`src/hfc_pkg.sv`:
```
// Shared types and constants for the hex fingerprint compare block.
// Used by hfc_ctrl, hfc_datapath and hex_fingerprint_compare_top; no dependencies.
`default_nettype none

package hfc_pkg;

    // mode register codes
    localparam logic [2:0] MODE_VALID     = 3'd0;
    localparam logic [2:0] MODE_POPCOUNT  = 3'd1;
    localparam logic [2:0] MODE_INTERSECT = 3'd2;
    localparam logic [2:0] MODE_TANIMOTO  = 3'd3;
    localparam logic [2:0] MODE_SUBSET    = 3'd4;
    localparam logic [2:0] MODE_RESET     = MODE_TANIMOTO;

    localparam int CHAR_W    = 8;
    localparam int DEC_W     = 5;   // decoded nibble, 16 means bad character
    localparam int NIB_POP_W = 3;
    localparam int FRAC_BITS = 16;
    localparam int QUO_W     = FRAC_BITS + 1;
    localparam int CNT_OUT_W = 15;
    localparam int DIV_STEPS = QUO_W;
    localparam int STEP_W    = $clog2(DIV_STEPS);

    localparam logic [DEC_W-1:0] DEC_BAD = 5'd16;

    typedef struct packed {
        logic accept;     // input transfer this cycle
        logic last;       // accepted item closes the run
        logic div_step;   // advance divider by one quotient bit
        logic out_load;   // move finished result into output register
    } hfc_cmd_t;

    typedef struct packed {
        logic skip_div;   // finished run needs no quotient
    } hfc_status_t;

    function automatic logic [DEC_W-1:0] decode_hex(input logic [CHAR_W-1:0] c);
        logic [DEC_W-1:0] d;
        d = DEC_BAD;
        if (c >= 8'h30 && c <= 8'h39) begin
            d = DEC_W'(c - 8'h30);
        end else if (c >= 8'h41 && c <= 8'h46) begin
            d = DEC_W'(c - 8'h37);
        end else if (c >= 8'h61 && c <= 8'h66) begin
            d = DEC_W'(c - 8'h57);
        end
        return d;
    endfunction

    function automatic logic [NIB_POP_W-1:0] nib_pop(input logic [3:0] v);
        return NIB_POP_W'(v[0]) + NIB_POP_W'(v[1]) + NIB_POP_W'(v[2]) + NIB_POP_W'(v[3]);
    endfunction

endpackage

`default_nettype wire

```
`src/hex_fingerprint_compare_top.sv`:
```
// Top level of the hex fingerprint compare block.
// Instantiates hfc_ctrl and hfc_datapath; depends on hfc_pkg.
//
//  channel  | direction | tdata fields (low bit up)                          | tlast
//  s_       | in        | first_char[7:0], second_char[15:8]                 | last
//  m_       | out       | invalid[0], bit_count[15:1], similarity[32:16],    | -
//           |           | is_subset[33], zero pad[39:34]                     |
//  cfg_     | in        | cfg_wdata = mode, written when cfg_we is high      | -
//
// Character pairs are taken one per cycle while a run is open. The item with tlast
// closes the run; then the restoring divider runs in Tanimoto mode with a valid,
// nonempty union (it is skipped otherwise), and the result is then moved to the
// output register.
// s_tready stays low from the tlast transfer until the result is loaded, and longer
// while the output register is still full.
// Reset is synchronous on aresetn and sets mode to Tanimoto.
`default_nettype none

module hex_fingerprint_compare_top #(
    parameter int MAX_CHARS = 4096
) (
    input  wire logic        aclk,
    input  wire logic        aresetn,
    input  wire logic        cfg_we,
    input  wire logic [2:0]  cfg_wdata,     // mode
    input  wire logic        s_tvalid,
    output logic             s_tready,
    input  wire logic [15:0] s_tdata,       // first_char[7:0], second_char[15:8]
    input  wire logic        s_tlast,
    output logic             m_tvalid,
    input  wire logic        m_tready,
    output logic [39:0]      m_tdata        // invalid, bit_count, similarity, is_subset, pad
);

    hfc_pkg::hfc_cmd_t    cmd;
    hfc_pkg::hfc_status_t status;

    logic                              invalid;
    logic [hfc_pkg::CNT_OUT_W-1:0]     bit_count;
    logic [hfc_pkg::QUO_W-1:0]         similarity;
    logic                              is_subset;

    hfc_ctrl u_ctrl (
        .aclk     (aclk),
        .aresetn  (aresetn),
        .s_tvalid (s_tvalid),
        .s_tlast  (s_tlast),
        .s_tready (s_tready),
        .m_tvalid (m_tvalid),
        .m_tready (m_tready),
        .status   (status),
        .cmd      (cmd)
    );

    hfc_datapath #(
        .MAX_CHARS (MAX_CHARS)
    ) u_datapath (
        .aclk        (aclk),
        .aresetn     (aresetn),
        .cfg_we      (cfg_we),
        .cfg_wdata   (cfg_wdata),
        .first_char  (s_tdata[7:0]),
        .second_char (s_tdata[15:8]),
        .cmd         (cmd),
        .status      (status),
        .invalid     (invalid),
        .bit_count   (bit_count),
        .similarity  (similarity),
        .is_subset   (is_subset)
    );

    assign m_tdata = {6'd0, is_subset, similarity, bit_count, invalid};

endmodule

`default_nettype wire

```
`src/hfc_ctrl.sv`:
```
// Controller for the hex fingerprint compare block: run, divide and hand-off states.
// Depends on hfc_pkg for command and status structs.
`default_nettype none

module hfc_ctrl (
    input  wire logic              aclk,
    input  wire logic              aresetn,
    input  wire logic              s_tvalid,
    input  wire logic              s_tlast,
    output logic                   s_tready,
    output logic                   m_tvalid,
    input  wire logic              m_tready,
    input  wire hfc_pkg::hfc_status_t status,
    output hfc_pkg::hfc_cmd_t      cmd
);

    localparam logic [1:0] ST_RUN  = 2'd0;
    localparam logic [1:0] ST_DIV  = 2'd1;
    localparam logic [1:0] ST_WAIT = 2'd2;

    localparam logic [hfc_pkg::STEP_W-1:0] STEP_LAST =
        hfc_pkg::STEP_W'(hfc_pkg::DIV_STEPS - 1);

    logic [1:0]                  state_reg, state_next;
    logic [hfc_pkg::STEP_W-1:0]  step_reg, step_next;
    logic                        m_tvalid_reg, m_tvalid_next;
    logic                        out_free;

    assign s_tready = (state_reg == ST_RUN);
    assign m_tvalid = m_tvalid_reg;
    assign out_free = !m_tvalid_reg || m_tready;

    always_comb begin
        cmd.accept   = s_tvalid && (state_reg == ST_RUN);
        cmd.last     = s_tlast;
        cmd.div_step = (state_reg == ST_DIV) && !status.skip_div;
        cmd.out_load = (state_reg == ST_WAIT) && out_free;
    end

    always_comb begin
        state_next = state_reg;
        step_next  = step_reg;
        unique case (state_reg)
            ST_RUN: begin
                step_next = '0;
                if (cmd.accept && s_tlast) begin
                    state_next = ST_DIV;
                end
            end
            ST_DIV: begin
                // skip the quotient when the mode or the run makes it unused
                if (status.skip_div || step_reg == STEP_LAST) begin
                    state_next = ST_WAIT;
                end else begin
                    step_next = step_reg + 1'b1;
                end
            end
            ST_WAIT: begin
                if (out_free) begin
                    state_next = ST_RUN;
                end
            end
            default: begin
                state_next = ST_RUN;
            end
        endcase
    end

    always_comb begin
        m_tvalid_next = m_tvalid_reg;
        if (cmd.out_load) begin
            m_tvalid_next = 1'b1;
        end else if (m_tready) begin
            m_tvalid_next = 1'b0;
        end
    end

    always_ff @(posedge aclk) begin
        if (!aresetn) begin
            state_reg    <= ST_RUN;
            step_reg     <= '0;
            m_tvalid_reg <= 1'b0;
        end else begin
            state_reg    <= state_next;
            step_reg     <= step_next;
            m_tvalid_reg <= m_tvalid_next;
        end
    end

endmodule

`default_nettype wire

```
`src/hfc_datapath.sv`:
```
// Datapath for the hex fingerprint compare block: decode, run totals, restoring divider
// and output register. Depends on hfc_pkg; driven by hfc_ctrl commands.
`default_nettype none

module hfc_datapath #(
    parameter int MAX_CHARS = 4096
) (
    input  wire logic                 aclk,
    input  wire logic                 aresetn,
    input  wire logic                 cfg_we,
    input  wire logic [2:0]           cfg_wdata,
    input  wire logic [hfc_pkg::CHAR_W-1:0] first_char,
    input  wire logic [hfc_pkg::CHAR_W-1:0] second_char,
    input  wire hfc_pkg::hfc_cmd_t    cmd,
    output hfc_pkg::hfc_status_t      status,
    output logic                      invalid,
    output logic [hfc_pkg::CNT_OUT_W-1:0] bit_count,
    output logic [hfc_pkg::QUO_W-1:0] similarity,
    output logic                      is_subset
);

    localparam int CNT_W   = $clog2(4 * MAX_CHARS + 1);
    localparam int WIDE_W  = (CNT_W > hfc_pkg::CNT_OUT_W) ? CNT_W : hfc_pkg::CNT_OUT_W;
    localparam logic [CNT_W:0] LIMIT = (CNT_W + 1)'(4 * MAX_CHARS);

    logic [2:0] mode_reg;

    // run totals
    logic             bad_reg, bad_next;
    logic             first_bad_reg, first_bad_next;
    logic [CNT_W-1:0] first_total_reg, first_total_next;
    logic [CNT_W-1:0] union_reg, union_next;
    logic [CNT_W-1:0] common_reg, common_next;
    logic             broken_reg, broken_next;
    logic             bab_reg, bab_next;

    // finished run snapshot
    logic [2:0]       fin_mode_reg;
    logic             fin_bad_reg, fin_first_bad_reg, fin_broken_reg, fin_bab_reg;
    logic [CNT_W-1:0] fin_first_total_reg, fin_common_reg, fin_union_reg;

    // divider
    logic [CNT_W:0]              rem_reg, rem_next;
    logic [hfc_pkg::QUO_W-1:0]   quo_reg;
    logic                        quo_bit;
    logic [CNT_W:0]              rem_sub;

    logic [hfc_pkg::DEC_W-1:0]     q_dec, t_dec;
    logic                          q_bad, t_bad;
    logic [hfc_pkg::NIB_POP_W-1:0] q_pop, or_pop, and_pop;

    logic                          res_inv, res_sub;
    logic [hfc_pkg::CNT_OUT_W-1:0] res_cnt;
    logic [hfc_pkg::QUO_W-1:0]     res_sim;

    function automatic logic [CNT_W-1:0] sat_add(input logic [CNT_W-1:0] acc,
                                                  input logic [hfc_pkg::NIB_POP_W-1:0] inc);
        logic [CNT_W:0] s;
        s = (CNT_W + 1)'(acc) + (CNT_W + 1)'(inc);
        if (s > LIMIT) begin
            s = LIMIT;
        end
        return s[CNT_W-1:0];
    endfunction

    function automatic logic [hfc_pkg::CNT_OUT_W-1:0] to_out(input logic [CNT_W-1:0] v);
        logic [WIDE_W-1:0] w;
        w = WIDE_W'(v);
        return w[hfc_pkg::CNT_OUT_W-1:0];
    endfunction

    always_ff @(posedge aclk) begin
        if (!aresetn) begin
            mode_reg <= hfc_pkg::MODE_RESET;
        end else if (cfg_we) begin
            mode_reg <= cfg_wdata;
        end
    end

    always_comb begin
        q_dec   = hfc_pkg::decode_hex(first_char);
        t_dec   = hfc_pkg::decode_hex(second_char);
        q_bad   = q_dec[4];
        t_bad   = t_dec[4];
        q_pop   = hfc_pkg::nib_pop(q_dec[3:0]);
        or_pop  = hfc_pkg::nib_pop(q_dec[3:0] | t_dec[3:0]);
        and_pop = hfc_pkg::nib_pop(q_dec[3:0] & t_dec[3:0]);

        bad_next         = bad_reg || q_bad || t_bad;
        first_bad_next   = first_bad_reg || q_bad;
        first_total_next = q_bad ? first_total_reg : sat_add(first_total_reg, q_pop);
        union_next       = (q_bad || t_bad) ? union_reg : sat_add(union_reg, or_pop);
        common_next      = (q_bad || t_bad) ? common_reg : sat_add(common_reg, and_pop);
        broken_next      = broken_reg;
        bab_next         = bab_reg;
        // first position where the query has a bit the target lacks
        if (!broken_reg && ((q_dec & t_dec) != q_dec)) begin
            broken_next = 1'b1;
            bab_next    = bad_next;
        end
    end

    always_ff @(posedge aclk) begin
        if (!aresetn) begin
            bad_reg         <= 1'b0;
            first_bad_reg   <= 1'b0;
            first_total_reg <= '0;
            union_reg       <= '0;
            common_reg      <= '0;
            broken_reg      <= 1'b0;
            bab_reg         <= 1'b0;
        end else if (cmd.accept) begin
            if (cmd.last) begin
                // start a new run
                bad_reg         <= 1'b0;
                first_bad_reg   <= 1'b0;
                first_total_reg <= '0;
                union_reg       <= '0;
                common_reg      <= '0;
                broken_reg      <= 1'b0;
                bab_reg         <= 1'b0;
            end else begin
                bad_reg         <= bad_next;
                first_bad_reg   <= first_bad_next;
                first_total_reg <= first_total_next;
                union_reg       <= union_next;
                common_reg      <= common_next;
                broken_reg      <= broken_next;
                bab_reg         <= bab_next;
            end
        end
    end

    always_ff @(posedge aclk) begin
        if (cmd.accept && cmd.last) begin
            fin_mode_reg        <= mode_reg;
            fin_bad_reg         <= bad_next;
            fin_first_bad_reg   <= first_bad_next;
            fin_first_total_reg <= first_total_next;
            fin_common_reg      <= common_next;
            fin_union_reg       <= union_next;
            fin_broken_reg      <= broken_next;
            fin_bab_reg         <= bab_next;
        end
    end

    assign status.skip_div = (fin_mode_reg != hfc_pkg::MODE_TANIMOTO) || fin_bad_reg
                             || (fin_union_reg == '0);

    // restoring division of common * 2^16 by union, one quotient bit per step
    always_comb begin
        rem_sub  = rem_reg - (CNT_W + 1)'(fin_union_reg);
        quo_bit  = (rem_reg >= (CNT_W + 1)'(fin_union_reg));
        rem_next = quo_bit ? {rem_sub[CNT_W-1:0], 1'b0} : {rem_reg[CNT_W-1:0], 1'b0};
    end

    always_ff @(posedge aclk) begin
        if (cmd.accept && cmd.last) begin
            rem_reg <= (CNT_W + 1)'(common_next);
            quo_reg <= '0;
        end else if (cmd.div_step) begin
            rem_reg <= rem_next;
            quo_reg <= {quo_reg[hfc_pkg::QUO_W-2:0], quo_bit};
        end
    end

    always_comb begin
        res_inv = 1'b0;
        res_cnt = '0;
        res_sim = '0;
        res_sub = 1'b0;
        unique case (fin_mode_reg)
            hfc_pkg::MODE_VALID: begin
                res_inv = fin_first_bad_reg;
                res_sub = !fin_first_bad_reg;
            end
            hfc_pkg::MODE_POPCOUNT: begin
                res_inv = fin_first_bad_reg;
                res_cnt = fin_first_bad_reg ? '0 : to_out(fin_first_total_reg);
            end
            hfc_pkg::MODE_INTERSECT: begin
                res_inv = fin_bad_reg;
                res_cnt = fin_bad_reg ? '0 : to_out(fin_common_reg);
            end
            hfc_pkg::MODE_TANIMOTO: begin
                res_inv = fin_bad_reg;
                res_sim = status.skip_div ? '0 : quo_reg;
            end
            hfc_pkg::MODE_SUBSET: begin
                if (fin_broken_reg) begin
                    res_inv = fin_bab_reg;
                end else begin
                    res_inv = fin_bad_reg;
                    res_sub = !fin_bad_reg;
                end
            end
            default: begin
                res_inv = 1'b0;
            end
        endcase
    end

    always_ff @(posedge aclk) begin
        if (cmd.out_load) begin
            invalid    <= res_inv;
            bit_count  <= res_cnt;
            similarity <= res_sim;
            is_subset  <= res_sub;
        end
    end

endmodule

`default_nettype wire
```
`config.mk`:
```
export PLATFORM = sky130hd
export DESIGN_NAME = hex_fingerprint_compare_top
export DESIGN_NICKNAME = d
export VERILOG_FILES = /design/src/hfc_pkg.sv /design/src/hex_fingerprint_compare_top.sv /design/src/hfc_ctrl.sv /design/src/hfc_datapath.sv
export SDC_FILE = /design/constraint.sdc
export NUM_CORES = 1
export LEC_CHECK = 0
export ABC_AREA = 1
export BUFFER_PORTS_ARGS = -buffer_cell sky130_fd_sc_hd__buf_2
export CAP_MARGIN = 15
export CORE_MARGIN = 3
export CORE_UTILIZATION = 25
export CTS_CLUSTER_DIAMETER = 200
export DETAILED_ROUTE_END_ITERATION = 16
export PLACE_DENSITY_LB_ADDON = 0.2
export SYNTH_ARGS = -nofsm -noshare
export SYNTH_HDL_FRONTEND = slang
export SYNTH_SLANG_ARGS = --single-unit
```
`constraint.sdc`:
```
create_clock -name aclk -period 6.71 [get_ports aclk]
set_clock_uncertainty 0.05 [all_clocks]
set_input_delay 0 -clock aclk [delete_from_list [all_inputs] [get_ports aclk]]
set_output_delay 0 -clock aclk [all_outputs]
set_load 0.005 [all_outputs]
```
[After elaboration in Yosys (flattened, before gate mapping)]
Cells that the tools add are included.
Storage, ports and cells
  register bits: 179
  input port bits: 25
  output and inout port bits: 42
  logic and storage cells: 153
Cells by class
  add/sub/neg operators: 20
  order comparisons: 16
  eq/ne operators: 13
  mux-type cells: 39
  bitwise operators: 4
  reductions and logical operators: 35
Operators with widths (count)
  2-to-1 mux 15 bit: 13
  adder 15 x 3 -> 16 bit: 3
  greater-than comparator 16 x 15 -> 1 bit, second input constant: 3
  2-to-1 mux 5 bit: 7
  >= comparator 8 x 7 -> 1 bit, second input constant: 4
  <= comparator 8 x 7 -> 1 bit, second input constant: 4
  one-hot mux 15 bit (2 select lines): 1
  subtractor 5 bit, second input constant: 6
  adder 3 x 1 -> 3 bit: 6
  >= comparator 16 x 15 -> 1 bit: 1
  >= comparator 8 x 6 -> 1 bit, second input constant: 2
  <= comparator 8 x 6 -> 1 bit, second input constant: 2
  2-to-1 mux 16 bit: 1
  zero test 15 bit: 1
  subtractor 15 bit: 1
  logical AND 1 bit: 11
  2-to-1 mux 1 bit: 10
  one-hot mux 5 bit (2 select lines): 1
  logical OR 1 bit: 8
  adder 1 x 1 -> 2 bit: 3
  == test 3 x 2 -> 1 bit, second input constant: 2
  2-to-1 mux 2 bit: 3
  one-hot mux 2 bit (3 select lines): 1
  nonzero test 2 bit: 3
  22 further kinds: 30

[Logic depth before layout (Yosys ltp)]
  depth after elaboration: 14
  gate-level depth with buffers: 32

[Cells and area by module]
A second synthesis with hierarchy kept.
Second synthesis, totals
  cell total of the unflattened synthesis: 1369
  area total of the unflattened synthesis: 10505.1 um^2
By module, submodules not included
  hfc_datapath: instances 1, cells each 1288, area each 9918.3 um^2, seq. area each 4434.3 um^2
  hfc_ctrl: instances 1, cells each 72, area each 523.0 um^2, seq. area each 160.2 um^2
  hex_fingerprint_compare_top: instances 1, cells each 9, area each 63.8 um^2, seq. area each 0.0 um^2

[Worst setup path before layout]
No wires, ideal clock.
  path type: input-to-reg
  from: input port s_tdata[0]
  to: register u_datapath.rem_reg[7], data pin
  library setup time: 0.152 ns
  arrival time: 3.575 ns
  path slack: 2.932 ns
  stages on the path: 27
  cell sequence: inv_1 > ha_1 > nand2_1 > nand3_1 > nand2_1 > inv_1 > o21ai_0 > nor2_1 > ha_1 > inv_1 > fa_1 > inv_1 > ha_1 > fa_1 > nand3_1 > nand2_2 > xor2_1 > nor2_1 > nand2_1 > nor2_2 > nand3_2 > nand2_4 > buf_12 > nand2_2 > nand2_4 > nand2_1 > o21ai_0
On the way
  cells in the longest elaborated chain, start to end: 14
  elaborated cells between the ends (all ways): 25
Ends and longest elaborated chain
  start: declaration: line hex_fingerprint_compare_top.sv:28  | input wire logic [15:0] s_tdata,
  >= comparator 8 x 7 -> 1 bit or <= comparator 8 x 7 -> 1 bit (tied branches): line hfc_pkg.sv:44  | end else if (c >= 8'h61 && c <= 8'h66) begin
  logical AND 1 bit: line hfc_pkg.sv:44
  2-to-1 mux 5 bit: line hfc_pkg.sv:44
  2-to-1 mux 5 bit: line hfc_pkg.sv:42  | end else if (c >= 8'h41 && c <= 8'h46) begin
  2-to-1 mux 5 bit *: line hfc_pkg.sv:40  | if (c >= 8'h30 && c <= 8'h39) begin
  AND 4 bit: line hfc_datapath.sv:87  | and_pop = hfc_pkg::nib_pop(q_dec[3:0] & t_dec[3:0]);
  adder 1 x 1 -> 2 bit: line hfc_pkg.sv:51  | return NIB_POP_W'(v[0]) + NIB_POP_W'(v[1]) + NIB_POP_W'(v[2]) + NIB_POP_W'(v[3]);
  adder 3 x 1 -> 3 bit (2 in series): line hfc_pkg.sv:51
  adder 15 x 3 -> 16 bit: line hfc_datapath.sv:59  | s = (CNT_W + 1)'(acc) + (CNT_W + 1)'(inc);
  greater-than comparator 16 x 15 -> 1 bit: line hfc_datapath.sv:60  | if (s > LIMIT) begin
  2-to-1 mux 15 bit: line hfc_datapath.sv:60
  2-to-1 mux 15 bit *: line hfc_datapath.sv:93  | common_next = (q_bad || t_bad) ? common_reg : sat_add(common_reg, and_pop);
  via u_datapath.common_next[7]: line hfc_datapath.sv:33  | logic [CNT_W-1:0] common_reg, common_next;
  2-to-1 mux 15 bit *: line hfc_datapath.sv:158  | if (cmd.accept && cmd.last) begin
  end signal: assignment: line hfc_datapath.sv:159  | rem_reg <= (CNT_W + 1)'(common_next);
  end signal: assignment: line hfc_datapath.sv:162  | rem_reg <= rem_next;
  end: declaration: line hfc_datapath.sv:43  | logic [CNT_W:0] rem_reg, rem_next;
Mark *: on every way through the listed nets, which the timed path passes. The rest lies on a longest branch.
A chain may end at the register's enable or synchronous reset.

[Worst setup path in the final report]
  from: input port s_tdata[0]
  to: register u_datapath.rem_reg[2], data pin
The elaborated chain is that of the path after synthesis.

==> impl_metrics.yaml <==
route:
  wl_per_cell_um: 13.4
  firstDrtPassIters: 5
  via_per_inst: 4.38
  drt_iter0_markers: 472
  drc: 0
  drt-total-wl_um: 26800
  dr_total_vias: 8744
  ant_nets: 0
floorplan:
  pin_count: 67
  die_w_um: 212
  coreArea_sq_um: 41400
  rows: 74
  die_y_um: 212
  dieArea_sq_um: 45000
  start_util: 0.257
logic_synthesis:
  async_flop_share: 0
  yosys_warnings: 0
  ys_seq_elements: 179
  synth_cell_types: 48
  syn-cell-area_sq_um: 10600
  ys_seq_area_frac: 0.432
  synth-main-ff-cell: "edfxtp_1"
  synth_edf_count: 101
  syn-mean-instance-area_sq_um: 7.62
  syn_inst: 1395
final_layout:
  area_growth_syn_to_layout_pct: 13.4
  nets: 1523
  nFillCells: 4477
  mostFrequentLayoutCells: "419 x nand2_1, 189 x inv_1, 124 x nor2_1"
  final_core_util: 0.291
  diodes: 0
  final_common_cell: "nand2_1"
  multi_input_area_sq_um: 5070
  ff_latch_area_sq_um: 4590
  drive_gt1_frac: 0.122
clocking:
  cts_inserted_buffers: 17
  cts.sinks: 179
  htreeDepth: 4
  cts_tree: "built"
  cts_buffer_depth: 2
  cts_setup_buffers: 0
  path_clk_slew_ns: 0.07
  ctsRootBufferMaster: "clkbuf_16"
  insertion_delay_ns: 0.44
critical_path:
  slowest_delay_ns: 0.49
  cpMostUsedCell: "nand2_1"
  endpoint_kind: "register"
  cp_max_fo: 29
  setup.worst_path.class: "in2reg"
  timing.rr.end: "u_datapath.rem_reg[12]$_DFFE_PP_"
  r2r_setup_slack_ns: 3.28
  start_kind: "primary input"
  reg2reg_from: "u_datapath.fin_union_reg[0]$_DFFE_PP_"
  r2r.worst_path.cells: 10
  critPathLaunch: "s_tdata[0]"
  worst_ep_required_time_ns: 6.94
  arrival_ns: 4.37
  slowest_stage: "fa_1"
placed_design:
  place.gp.congestion: 0.827
  numPortBuffers: 60
  post-place-ws_ns: 2.07
  dp_hpwl_um: 19400
min_path:
  min_to: "u_ctrl.state_reg[0]$_SDFFE_PN0P_"
  hp-class: "in2reg"
  holdPathStages: 3
  hold_start: "s_tlast"
timing:
  timing.hold.ws_ns: 0.191
  period_minus_slack_ns: 4.14
  period_share: 0.618
  finalSetupViolCount: 0
  fin_ws_ns: 2.57
  slew_headroom: 0.319
  tightest_slew_ns: 1.02
  drv_slew: 0
  rsz0062_at_grt: "no"
  final_hold_viol_count: 0
  finalSetupTns_ns: 0
  max_freq_mhz: 241
global_routing:
  grt_pass1_vias: 8317
  grt_pass1_wl_um: 44200
  grt.overflow.total: 0
  antenna_found_initial: 0
  grtUsageTotal: 0.123
  grt_max_degree: 57
run_status:
  status: "complete, no violations"
power:
  power_density_nw_per_um2: 201
  ir_drop_mv: 0.176
  p_leak_nw: 4.92
  finalPower_w: 0.00243
flow_run:
  cap_viol_max_count: 0
worst max path at each step:
stage | endpoint | slack [ns] | cells past startpoint
after global placement | u_datapath.rem_reg[12]$_DFFE_PP_ | 2.08 | 27
after detailed placement | u_datapath.rem_reg[12]$_DFFE_PP_ | 2.07 | 27
after floorplan | u_datapath.rem_reg[7]$_DFFE_PP_ | 2.93 | 27
after global routing | u_datapath.rem_reg[6]$_DFFE_PP_ | 2.12 | 27
final | u_datapath.rem_reg[2]$_DFFE_PP_ | 2.57 | 27
after CTS | u_datapath.rem_reg[12]$_DFFE_PP_ | 2.53 | 27
per-stage QoR:
step	cell area (sq um)	instances
final	12100	1996
after detailed placement	11400	1953
after global placement	11400	1953
after floorplan	10700	1400
after CTS	12100	1996
after global routing	12100	1996
report_power, final:
| group | leakage (nW) | total, W | internal, W | switching (W) |
|---|---|---|---|---|
| Clock | 0.258 | 0.000963 | 0.000521 | 0.000442 |
| Combinational | 3.05 | 0.000257 | 0.0000856 | 0.000171 |
| Sequential | 1.61 | 0.00121 | 0.00119 | 0.0000141 |
| Total | 4.92 | 0.00243 | 0.00180 | 0.000627 |
cell families after synthesis:
family                   share of synthesized area
AO/OA/AOI/OAI                               0.0920
XOR/XNOR                                    0.0156
adder cells (fa/ha/maj)                     0.0602
buffers and inverters                       0.0940
flip-flops                                   0.432
other                                     0.000353
AND/OR/NAND/NOR                              0.306
what timing repair did:
action	4_1_cts	5_1_grt
resized for setup	0	0
endpoints found under the hold margin	9	0
hold buffers	11	0
metal layers:
metal,wire length [um],track usage,vias to the layer above
li1,-,-,4608
met1,14000,0.178,3970
met2,11600,0.192,146
met3,918,0.0196,20
met4,324,0.0298,0
met5,0,0,-
synthesized netlist by cell type (17+ instances only):
| cell | number | area share |
|---|---|---|
| ha_1 | 40 | 0.047 |
| nand2_1 | 419 | 0.15 |
| nand2_2 | 45 | 0.026 |
| o21ai_0 | 40 | 0.019 |
| nand3_1 | 81 | 0.038 |
| edfxtp_1 | 101 | 0.29 |
| a21oi_1 | 66 | 0.031 |
| dfxtp_1 | 78 | 0.15 |
| clkbuf_1 | 17 | 0.0060 |
| nand4_1 | 22 | 0.013 |
| inv_1 | 190 | 0.067 |
| nor2_1 | 125 | 0.044 |
| o22ai_1 | 33 | 0.019 |
layout make-up:
cell class	instances	share of cell area
Timing Repair Buffer	75	0.0365
Clock inverter	12	0.00892
Tap cell	532	0.0552
Multi-Input combinational cell	983	0.420
Sequential cell	179	0.381
Clock buffer	20	0.0370
Inverter	195	0.0609
critical path, delay by kind of cell:
family | cells | cell delay (ns)
buffers and inverters | 4 | 0.66
AND/OR/NAND/NOR | 18 | 2.27
adder cells (fa/ha/maj) | 4 | 1.33
AO/OA/AOI/OAI | 1 | 0.10
Note: power is estimated with default switching activity, not from simulation.
